File: config.mk
export PLATFORM = sky130hd
export DESIGN_NAME = hsd_out_buf
export DESIGN_NICKNAME = d
export VERILOG_FILES = /design/src/hw/rtl/hsd_pkg.sv /design/src/hw/rtl/hsd_out_buf.sv
export SDC_FILE = /design/constraint.sdc
export NUM_CORES = 1
export LEC_CHECK = 0
export BUFFER_PORTS_ARGS = -buffer_cell sky130_fd_sc_hd__buf_2
export CORE_MARGIN = 5
export CORE_UTILIZATION = 48
export DETAILED_ROUTE_END_ITERATION = 10
export PLACE_DENSITY = 0.79
export SLEW_MARGIN = 20
export SYNTH_ARGS = -nofsm -noshare
export SYNTH_HDL_FRONTEND = slang
export SYNTH_SLANG_ARGS = --single-unit
File: constraint.sdc
create_clock -name clock -period 2.8 [get_ports clock]
set_input_delay 0.14 -clock clock [delete_from_list [all_inputs] [get_ports clock]]
set_output_delay 0.14 -clock clock [all_outputs]
set_load 0.005 [all_outputs]
File: src/hw/rtl/hsd_pkg.sv
`default_nettype none

package hsd_pkg;

   localparam int MAX_NODES_DEF = 255;
   localparam int LINK_W = 8;
   localparam int VAL_W = 7;
   localparam int LEN_W = 24;
   localparam logic [LINK_W-1:0] NO_LINK = 8'hFF;
   localparam logic [7:0] SIGN_MASK = 8'hFF;

   typedef struct packed {
      logic [7:0] sample_byte;
      logic       sample_done;
      logic       tree_error;
   } res_type;

   // Writes into the node tables. Value and left link go to the node being
   // built; the right link may go to an earlier node whose branch was pending.
   typedef struct packed {
      logic [LINK_W-1:0] addr;
      logic              val_we;
      logic [VAL_W-1:0]  val;
      logic              left_we;
      logic [LINK_W-1:0] left;
      logic              right_we;
      logic [LINK_W-1:0] right_addr;
      logic [LINK_W-1:0] right;
   } node_wr_type;

endpackage

`default_nettype wire

File: src/hw/rtl/hsd_out_buf.sv
`default_nettype none

module hsd_out_buf (
   input  wire                  clock,
   input  wire                  reset,
   input  wire                  push,
   input  wire hsd_pkg::res_type res_in,
   input  wire                  flush,
   output logic                 room,
   output logic                 rsp_tvalid,
   input  wire                  rsp_tready,
   output logic [7:0]           rsp_tdata,  // sample_byte
   output logic                 rsp_tlast,  // last_of_run
   output logic [1:0]           rsp_tuser   // [0] sample_done, [1] tree_error
);

   // The newest result waits in the hold stage until it is known whether
   // another result from the same request follows it.
   logic             hold_v_ff, hold_v_in;
   hsd_pkg::res_type hold_ff, hold_in;
   logic             out_v_ff, out_v_in;
   hsd_pkg::res_type out_ff, out_in;
   logic             last_ff, last_in;
   logic             out_free;
   logic             move;

   assign out_free = !out_v_ff || rsp_tready;
   assign room     = !hold_v_ff || out_free;
   assign move     = hold_v_ff && out_free && (push || flush);

   always_comb begin
      out_v_in  = out_v_ff && !rsp_tready;
      out_in    = out_ff;
      last_in   = last_ff;
      hold_v_in = hold_v_ff;
      hold_in   = hold_ff;
      if (move) begin
         out_v_in = 1'b1;
         out_in   = hold_ff;
         last_in  = flush;
      end
      if (push) begin
         hold_v_in = 1'b1;
         hold_in   = res_in;
      end else if (move) begin
         hold_v_in = 1'b0;
      end
   end

   always_ff @(posedge clock) begin
      if (reset) begin
         hold_v_ff <= 1'b0;
         out_v_ff  <= 1'b0;
      end else begin
         hold_v_ff <= hold_v_in;
         out_v_ff  <= out_v_in;
      end
      hold_ff <= hold_in;
      out_ff  <= out_in;
      last_ff <= last_in;
   end

   assign rsp_tvalid = out_v_ff;
   assign rsp_tdata  = out_ff.sample_byte;
   assign rsp_tlast  = last_ff;
   assign rsp_tuser  = {out_ff.tree_error, out_ff.sample_done};

endmodule

`default_nettype wire

==> results of run 1 <==
-- logic make-up (layout without fill, tap and decap cells) --
logic type      count (synthesis)  after routing  synth area share (%)
compound gates                  3              3                  3.41
buf+inv                         1             37                 0.511
simple gates                    5              5                  4.61
flops                          23             23                  91.5
-- final timing paths --
check / from / cells past startpoint / slack, ps / endpoint
worst max-delay path: rsp_tvalid / 2 / 1250 / rsp_tdata[5]
worst min-delay path: res_in[9] / 1 / 20 / hold_ff[9]
worst max register to register: rsp_tvalid / 2 / 1250 / rsp_tdata[5]
worst min register to register: hold_ff[1] / 0 / 430 / rsp_tuser[0]
-- routing by layer --
layer  vias to the layer above  part of all wire (%)
met5                         -                     0
met4                         0                   2.4
met3                         2                   8.2
met2                        17                    48
met1                       175                    41
li1                        196                     -
-- per-stage QoR --
step / util (%) / setup slack [ps] / cell area (um^2) / hold WS, ps
floorplan: - / 1370 / 733 / 208
global placement: 60.4 / 1280 / 888 / 317
detailed placement: 60.4 / 1190 / 888 / 318
CTS: 62.2 / 1220 / 915 / 5.42
global route: 65.6 / 1140 / 965 / 3.66
finish: 65.6 / 1250 / 965 / 20.5
-- power by group through the flow --
stage | registers, mW | clock network, mW | logic [mW]
3_3_place_gp | 0.413 | 0 | 0.0312
5_1_grt | 0.409 | 0.163 | 0.0415
3_5_place_dp | 0.414 | 0 | 0.0320
2_1_floorplan | 0.414 | 0 | 0.00802
6_report | 0.406 | 0.139 | 0.0368
4_1_cts | 0.406 | 0.142 | 0.0321
-- cell usage in the layout (no fill, tap or decap) --
master         instances
buf_2                 27
and2b_2                1
nand2_1                1
o21ai_0                1
nor2_1                 2
a21oi_1                1
dlygate4sd3_1          5
nand2b_4               1
a311oi_2               1
inv_1                  1
clkbuf_1               1
clkbuf_4               3
dfxtp_1                2
edfxtp_1              21
-- synthesized netlist by cell type, drive strengths merged --
library cell and instances:
a21oi 1, a311oi 1, and2b 1, dfxtp 2, edfxtp 21, inv 1, nand2 1, nand2b 1
nor2 2, o21ai 1
-- cell type report --
cell class,instances,area [um^2],area share [%]
clock buffers,4,26.3,2.72
inverters,1,3.75,0.389
multi-input cells,8,58.8,6.10
flip-flops and latches,23,671,69.5
well taps,16,20.0,2.08
repair buffers,32,185,19.2
-- repair_timing --
item	4_1_cts	5_1_grt
hold buffers	0	5
resized for setup	0	0
hold endpoints to repair	0	6
endpoints found under the setup margin	0	0
-- flip-flops by register name (all words and copies together) (netlist names) --
signal,flops
hold_ff,10
rsp_tdata,8
rsp_tuser,2
hold_v_ff,1
rsp_tlast,1
rsp_tvalid,1
-- critical path: stages, from the launching register on --
cell and delay (ps):
dfxtp_1 360, and2b_2 210, nor2_1 620
==> flow_summary.ini, run 1 <==
[power]
vdd_drop_max_mv = 0.381
power_uw = 582
power.switching_uw = 107
swShare_pct = 18.3
power_density_mw_per_mm2 = 603
clkPwrFrac_pct = 23.9
p_comb_share_pct = 6.3
p_int_uw = 475
leakage_nw = 0.386
power_frac_seq_pct = 69.7

[clocking]
clock_sinks = 23
cts_setup_buffers = 0
htreeDepth = 1
cts_buffer_depth = 2
cts_root_buf = clkbuf_4
cts_made_buffers = 3
clock_latency_ps = 290
cts_tree = built
path_clk_slew_ps = 110

[cells_and_area]
fin_cells = 84
fillerInstances = 101
drive_gt1_share_pct = 48.5
area_growth_syn_to_layout_pct = 31.6
fin_nets = 84
num_antenna_cells = 0

[placement]
gp_congestion = 0.764
io_buffers = 27
dp.final_hpwl_um = 748
placed_cells = 75

[logic_synthesis]
syn_nets = 47
synth_largest_area_cell = edfxtp_1
seq_area_frac_synth_pct = 91.5
avgSynthCellArea_um2 = 22.9
ys_seq_elements = 23
synth_warnings = 0
synth_cell_types = 10
yosysTopAreaCellShare_pct = 86.0
syn_area_um2 = 733
synthTopCellsByArea = edfxtp_1 (86%), dfxtp_1 (5.5%), a311oi_2 (2.0%)
netlist_instances = 32

[floorplan]
rows = 14
fp.coreArea_mm2 = 0.00147
initial_core_util_pct = 49.8
die-area_mm2 = 0.00241
die_y_um = 49.1
die_w_um = 49.1
ios = 28

[sta]
worst_pin_slew_ps = 800
drv_slew = 0
clock_skew_ps = 4.43
finalSetupTns_ps = 0
hold_viol_final = 0
rsz0062_at_grt = no
min_period_ps = 1550
slew_headroom_pct = 46.5
fin_crit_sh_pct = 55.5
setup_violations = 0
max_freq_mhz = 643

[global_route]
use_met2_pct = 13.7
met1_usage_pct = 12.0
grt_overflow = 0
grt_max_degree = 14
grt_util_met3_pct = 2.75
antenna_found_initial = 0
grt_pass1_vias = 378
grtUsageTotal_pct = 8.98
grt_pass1_wl_mm = 1.72
gr-max-usage-layer = met2

[setup_path]
required_ps = 2730
arrival_ps = 1480
cp_max_fo = 11
cp-start-kind = flip-flop
crit_type = flip-flop to flip-flop
end_kind = flip-flop

[detailed_routing]
vias = 390
drt-initial-drc-count = 6
drt_wl_total_mm = 1.04
firstDrtPassIters = 2
drcViolationCount = 0
wl_per_cell_um = 12.4
viasPerCell = 4.64
ant_nets = 0

[min_path]
hold_path.class = input pin to flip-flop

[status]
outcome = finished clean

[run]
drv_cap = 0
(Power assumes the default switching activity.)
==> run 2: changes to the inputs <==
--- a/config.mk
+++ b/config.mk
@@ -7,9 +7,9 @@
 export LEC_CHECK = 0
 export BUFFER_PORTS_ARGS = -buffer_cell sky130_fd_sc_hd__buf_2
 export CORE_MARGIN = 5
-export CORE_UTILIZATION = 48
+export CORE_UTILIZATION = 45
 export DETAILED_ROUTE_END_ITERATION = 10
-export PLACE_DENSITY = 0.79
+export PLACE_DENSITY = 0.74
 export SLEW_MARGIN = 20
 export SYNTH_ARGS = -nofsm -noshare
 export SYNTH_HDL_FRONTEND = slang
==> constraint.sdc (replaced) <==
create_clock -name clock -period 1.6 [get_ports clock]
set_input_delay 0.08 -clock clock [delete_from_list [all_inputs] [get_ports clock]]
set_output_delay 0.08 -clock clock [all_outputs]
set_load 0.005 [all_outputs]
==> run 2 against run 1 <==
Effect of this change:
- worst hold slack improved by 70 ps
- sequential cell count unchanged
- clock skew about the same
- global-route usage increased by 3.5 points
- die area increased by 5.3%
- register-to-register slack got worse by 830 ps
- count of clock-buffer cells in the layout decreased by 1
- critical path type is now input pin to flip-flop
- total power increased by 81%
- sequential share of layout area decreased by 5.7 points
- highest routed layer is now met3
- critical path depth increased by 3
- cell area increased by 8.9%
==> flow_summary.ini, run 2 (same netlist as run 1, synthesis figures left out) <==
[cells_and_area]
fin_util_pct = 69.0
area_growth_syn_to_layout_pct = 43.3
layout_commonest_cell = buf_2
layout_common_cells = buf_2 (27), edfxtp_1 (21), dlygate4sd3_1 (12)
fin_cells = 93
largest_reg_flops = 10
fillerInstances = 99
largest-register = hold_ff
num_antenna_cells = 0
fin_nets = 93
drive_gt1_share_pct = 46.8

[clocking]
cts_root_buf = clkbuf_4
cts_tree = built
clock_latency_ps = 300
htreeDepth = 1
cts_buffer_depth = 2
cts_setup_buffers = 0
path_clk_slew_ps = 120
cts_made_buffers = 3
clock_sinks = 23

[sta]
fin_crit_sh_pct = 76.0
slew_headroom_pct = 80.9
holdWs_ps = 90.3
worst_pin_slew_ps = 284
drv_slew = 0
clock_skew_ps = 4.84
max_freq_mhz = 822
rsz0062_at_grt = no
hold_viol_final = 0
setup_violations = 0
min_period_ps = 1220
finalSetupTns_ps = 0

[power]
power_density_mw_per_mm2 = 1000
power.switching_uw = 213
vdd_drop_max_mv = 0.638
p_comb_share_pct = 8.2
p_int_uw = 843
clkPwrFrac_pct = 24.4
power_frac_seq_pct = 67.4
power_mw = 1.06
leakage_nw = 0.428
swShare_pct = 20.2

[detailed_routing]
drt_wl_total_mm = 1.43
drcViolationCount = 0
ant_nets = 0
drt-initial-drc-count = 7
vias = 430
viasPerCell = 4.62
wl_per_cell_um = 15.4
firstDrtPassIters = 4

[floorplan]
die_y_um = 50.4
initial_core_util_pct = 48.1
die_w_um = 50.4
ios = 28
rows = 14
fp.coreArea_mm2 = 0.00152
die-area_mm2 = 0.00254

[run]
drv_cap = 0

[placement]
gp_congestion = 0.628
io_buffers = 27
placed_cells = 77

[setup_path]
cp_max_fo = 11
cp-start-kind = input pin
crit_type = input pin to flip-flop
crit_chain = dlygate4sd3_1, buf_2, o21ai_0, nor2_1, buf_4
required_ps = 1670
end_kind = flip-flop
arrival_ps = 1280
cp_slowest_cell = dlygate4sd3_1
max_stage_delay_ps = 530

[global_route]
grtUsageTotal_pct = 12.5
grt_pass1_wl_mm = 2.26
grt_max_degree = 14
antenna_found_initial = 0
grt_pass1_vias = 484
grt_overflow = 0

[min_path]
hold_path.class = input pin to flip-flop

[status]
outcome = finished clean
-- run 2: metal layers --
layer / part of all wire [%] / GRT usage (%) / vias up
met2: 59 / 26.4 / 18
li1: - / - / 214
met4: 0 / 3.83 / 0
met1: 34 / 11.3 / 198
met3: 6.5 / 2.37 / 0
met5: 0 / 0 / -
-- run 2: cell type report --
type,count,area [um^2],share of cell area (%)
clock buffer,3,22.5,2.14
inverter,1,3.75,0.357
sequential,23,671,63.8
multi-input combinational,8,58.8,5.60
clock inverter,1,5.00,0.476
timing repair buffer,41,270,25.7
tap,16,20.0,1.90
-- run 2: worst paths after layout --
| check | startpoint | endpoint | slack [ps] | cells after the start |
|---|---|---|---|---|
| min reg2reg | hold_ff[0] | rsp_tuser[1] | 430 | 0 |
| max | flush | rsp_tdata[0] | 380 | 5 |
| min | rsp_tready | rsp_tvalid | 90 | 3 |
| max reg2reg | rsp_tvalid | rsp_tdata[0] | 420 | 3 |
-- run 2: through the flow --
stage / setup slack [ps] / area, um^2
final: 384 / 1050
after global routing: 370 / 1050
after CTS: 455 / 1050
after detailed placement: 466 / 903
after global placement: 492 / 903
after floorplan: 174 / 733
-- run 2: power by group through the flow --
stage,clock network [mW],logic [mW],registers (mW)
2_1_floorplan,0,0.0140,0.725
3_3_place_gp,0,0.0590,0.723
3_5_place_dp,0,0.0611,0.725
4_1_cts,0.257,0.0833,0.711
5_1_grt,0.290,0.0936,0.716
6_report,0.258,0.0865,0.712
-- run 2: timing repair --
item / CTS / global route
hold buffers: 12 / 0
endpoints found under the hold margin: 13 / 0
gates resized for setup: 0 / 0
-- run 2: worst max-delay path, delay by kind of cell --
| kind | cells | cell delay [ps] |
|---|---|---|
| AOI/OAI and AO/OA | 1 | 250 |
| buffers and inverters | 3 | 860 |
| and+or+nand+nor | 1 | 90 |
==> run 3: changes to the inputs <==
--- a/config.mk
+++ b/config.mk
@@ -5,11 +5,12 @@
 export SDC_FILE = /design/constraint.sdc
 export NUM_CORES = 1
 export LEC_CHECK = 0
+export ABC_AREA = 1
 export BUFFER_PORTS_ARGS = -buffer_cell sky130_fd_sc_hd__buf_2
 export CORE_MARGIN = 5
-export CORE_UTILIZATION = 45
+export CORE_UTILIZATION = 41
 export DETAILED_ROUTE_END_ITERATION = 10
-export PLACE_DENSITY = 0.74
+export PLACE_DENSITY = 0.71
 export SLEW_MARGIN = 20
 export SYNTH_ARGS = -nofsm -noshare
 export SYNTH_HDL_FRONTEND = slang
==> constraint.sdc (replaced) <==
create_clock -name clock -period 1.1 [get_ports clock]
set_input_delay 0.055 -clock clock [delete_from_list [all_inputs] [get_ports clock]]
set_output_delay 0.055 -clock clock [all_outputs]
set_load 0.005 [all_outputs]
==> run 3 against run 2 <==
Effect of this change:
- die area up 7.6%
- total power grew 45%
- area after synthesis down 0.17%
- global-route usage fell by 2.8 points
- count of clock-buffer cells in the layout unchanged
- routed wire length down 8.6%
- clock power increased by 43%
- first-iteration DRC count fell by 29%
- critical endpoint is now rsp_tdata[5]
- largest power group unchanged
- highest routed layer is now met4
==> flow_summary.ini, run 3 <==
[clocking]
cts_made_buffers = 3
clock_latency_ps = 310
cts_tree = built
cts_buffer_depth = 2
path_clk_slew_ps = 120
cts_root_buf = clkbuf_4
htreeDepth = 1
clock_sinks = 23

[cells_and_area]
layout_common_cells = buf_2 (27), edfxtp_1 (21), dlygate4sd3_1 (12)
fin_util_pct = 63.1
fillerInstances = 125
layout_commonest_cell = buf_2
largest-register = hold_ff
fin_cells = 106
drive_gt1_share_pct = 48.1
area_growth_syn_to_layout_pct = 47.2
largest_reg_flops = 10
fin_nets = 97
num_antenna_cells = 0

[detailed_routing]
drcViolationCount = 0
ant_nets = 0
vias = 440
viasPerCell = 4.15
firstDrtPassIters = 5
wl_per_cell_um = 12.4
drt_wl_total_mm = 1.31
drt-initial-drc-count = 5

[floorplan]
die-area_mm2 = 0.00273
die_w_um = 52.3
ios = 28
initial_core_util_pct = 42.9
fp.coreArea_mm2 = 0.00171
rows = 15
die_y_um = 52.3

[sta]
worst_pin_slew_ps = 290
drv_slew = 0
fin_crit_sh_pct = 99.5
holdWs_ps = 111
slew_headroom_pct = 80.7
setup_violations = 0
clock_skew_ps = 5.56
rsz0062_at_grt = yes
max_freq_mhz = 914
finalSetupTns_ps = 0
min_period_ps = 1090
hold_viol_final = 0

[logic_synthesis]
avgSynthCellArea_um2 = 20.9
synth.most_common_cell = edfxtp_1
syn_nets = 50
synthArstFlopShare_pct = 0
synth_cell_types = 11
synth_largest_area_cell = edfxtp_1
seq_area_frac_synth_pct = 91.6
ys_seq_elements = 23
synth_edf_count = 21
synth_warnings = 0
netlist_instances = 35
synthTopCellsByArea = edfxtp_1 (86%), dfxtp_1 (5.5%), nor2_1 (1.5%)
synth_commonest_cells = edfxtp_1 (21), nor2_1 (3), dfxtp_1 (2), inv_1 (2)
yosysTopAreaCellShare_pct = 86.2
syn_area_um2 = 732
ys.flop_type = edfxtp_1

[global_route]
grtUsageTotal_pct = 9.65
grt_pass1_wl_mm = 1.79
grt_overflow = 0
grt_max_degree = 14
antenna_found_initial = 0
grt_pass1_vias = 398

[setup_path]
crit_start = hold_v_ff
r2r_slack_ps = 6
reg2reg_depth = 2
max_stage_delay_ps = 390
end_kind = flip-flop
endpoint = rsp_tdata[5]
rr_endpoint = rsp_tdata[5]
cp-start-kind = flip-flop
crit_chain = o21ai_2, nor2_2
cp_max_fo = 6
cp_slowest_cell = dfxtp_1
crit_type = flip-flop to flip-flop
required_ps = 1090
arrival_ps = 1090
timing.rr.start = hold_v_ff

[placement]
io_buffers = 27
placed_cells = 88
gp_congestion = 0.699

[power]
vdd_drop_max_mv = 0.866
leakage_nw = 0.432
power_mw = 1.53
power_density_mw_per_mm2 = 1420

[min_path]
hold_path.class = input pin to flip-flop

[run]
drv_cap = 0

[status]
outcome = finished clean
## run 3: kinds of logic after synthesis
logic type             synth area share (%)
and+or+nand+nor                        4.44
DFF                                    91.6
AOI/OAI and AO/OA                      2.39
buffers and inverters                  1.54
## run 3: layout make-up
type | count | area, um^2 | share of cell area, %
flip-flops and latches | 23 | 672 | 62.4
repair buffers | 41 | 270 | 25.1
multi-input cells | 10 | 65.1 | 6.04
well taps | 25 | 31.3 | 2.90
clock buffers | 3 | 22.5 | 2.09
inverters | 3 | 11.3 | 1.05
clock inverters | 1 | 5.00 | 0.465
## run 3: per-layer routing
layer  GRT usage [%]  up-vias  share of wire [%]
li1                -      222                  -
met1            11.7      193                 43
met2            15.5       22                 48
met3            2.85        3                6.6
met4            5.11        0                1.7
met5               0        -                  0
## run 3: worst min-delay path by stage
stage / endpoint / depth (start not counted) / slack [ps] / from
floorplan: hold_v_ff / 1 / 120 / reset
global placement: hold_v_ff / 2 / 230 / reset
detailed placement: hold_v_ff / 2 / 230 / reset
CTS: rsp_tvalid / 4 / 90 / rsp_tready
global route: hold_v_ff / 4 / 120 / rsp_tready
finish: hold_v_ff / 4 / 110 / rsp_tready
## run 3: worst max-delay path: cells and delay by family, from the launching register on
family / cells / cell delay (ps)
AO/OA/AOI/OAI: 1 / 110
flip-flops: 1 / 390
AND/OR/NAND/NOR: 1 / 280
## run 3: stage by stage
| step | setup slack (ps) | instance area [um^2] |
|---|---|---|
| 2_1_floorplan | 124 | 737 |
| 3_3_place_gp | 56.5 | 911 |
| 3_5_place_dp | 33.5 | 911 |
| 4_1_cts | 10.9 | 1060 |
| 5_1_grt | -79.9 | 1080 |
| 6_report | 5.67 | 1080 |
## run 3: where the power goes
part | internal, mW | switching, mW
clock network | 0.136 | 0.234
registers | 1.02 | 0.0142
logic | 0.0725 | 0.0567
total | 1.23 | 0.305
## run 3: what timing repair did
item / in CTS / in global routing
endpoints found under the hold margin: 13 / 0
resized for setup: 0 / 2
setup buffers: 0 / 1
setup endpoints to repair: 0 / 13
hold buffers: 12 / 0
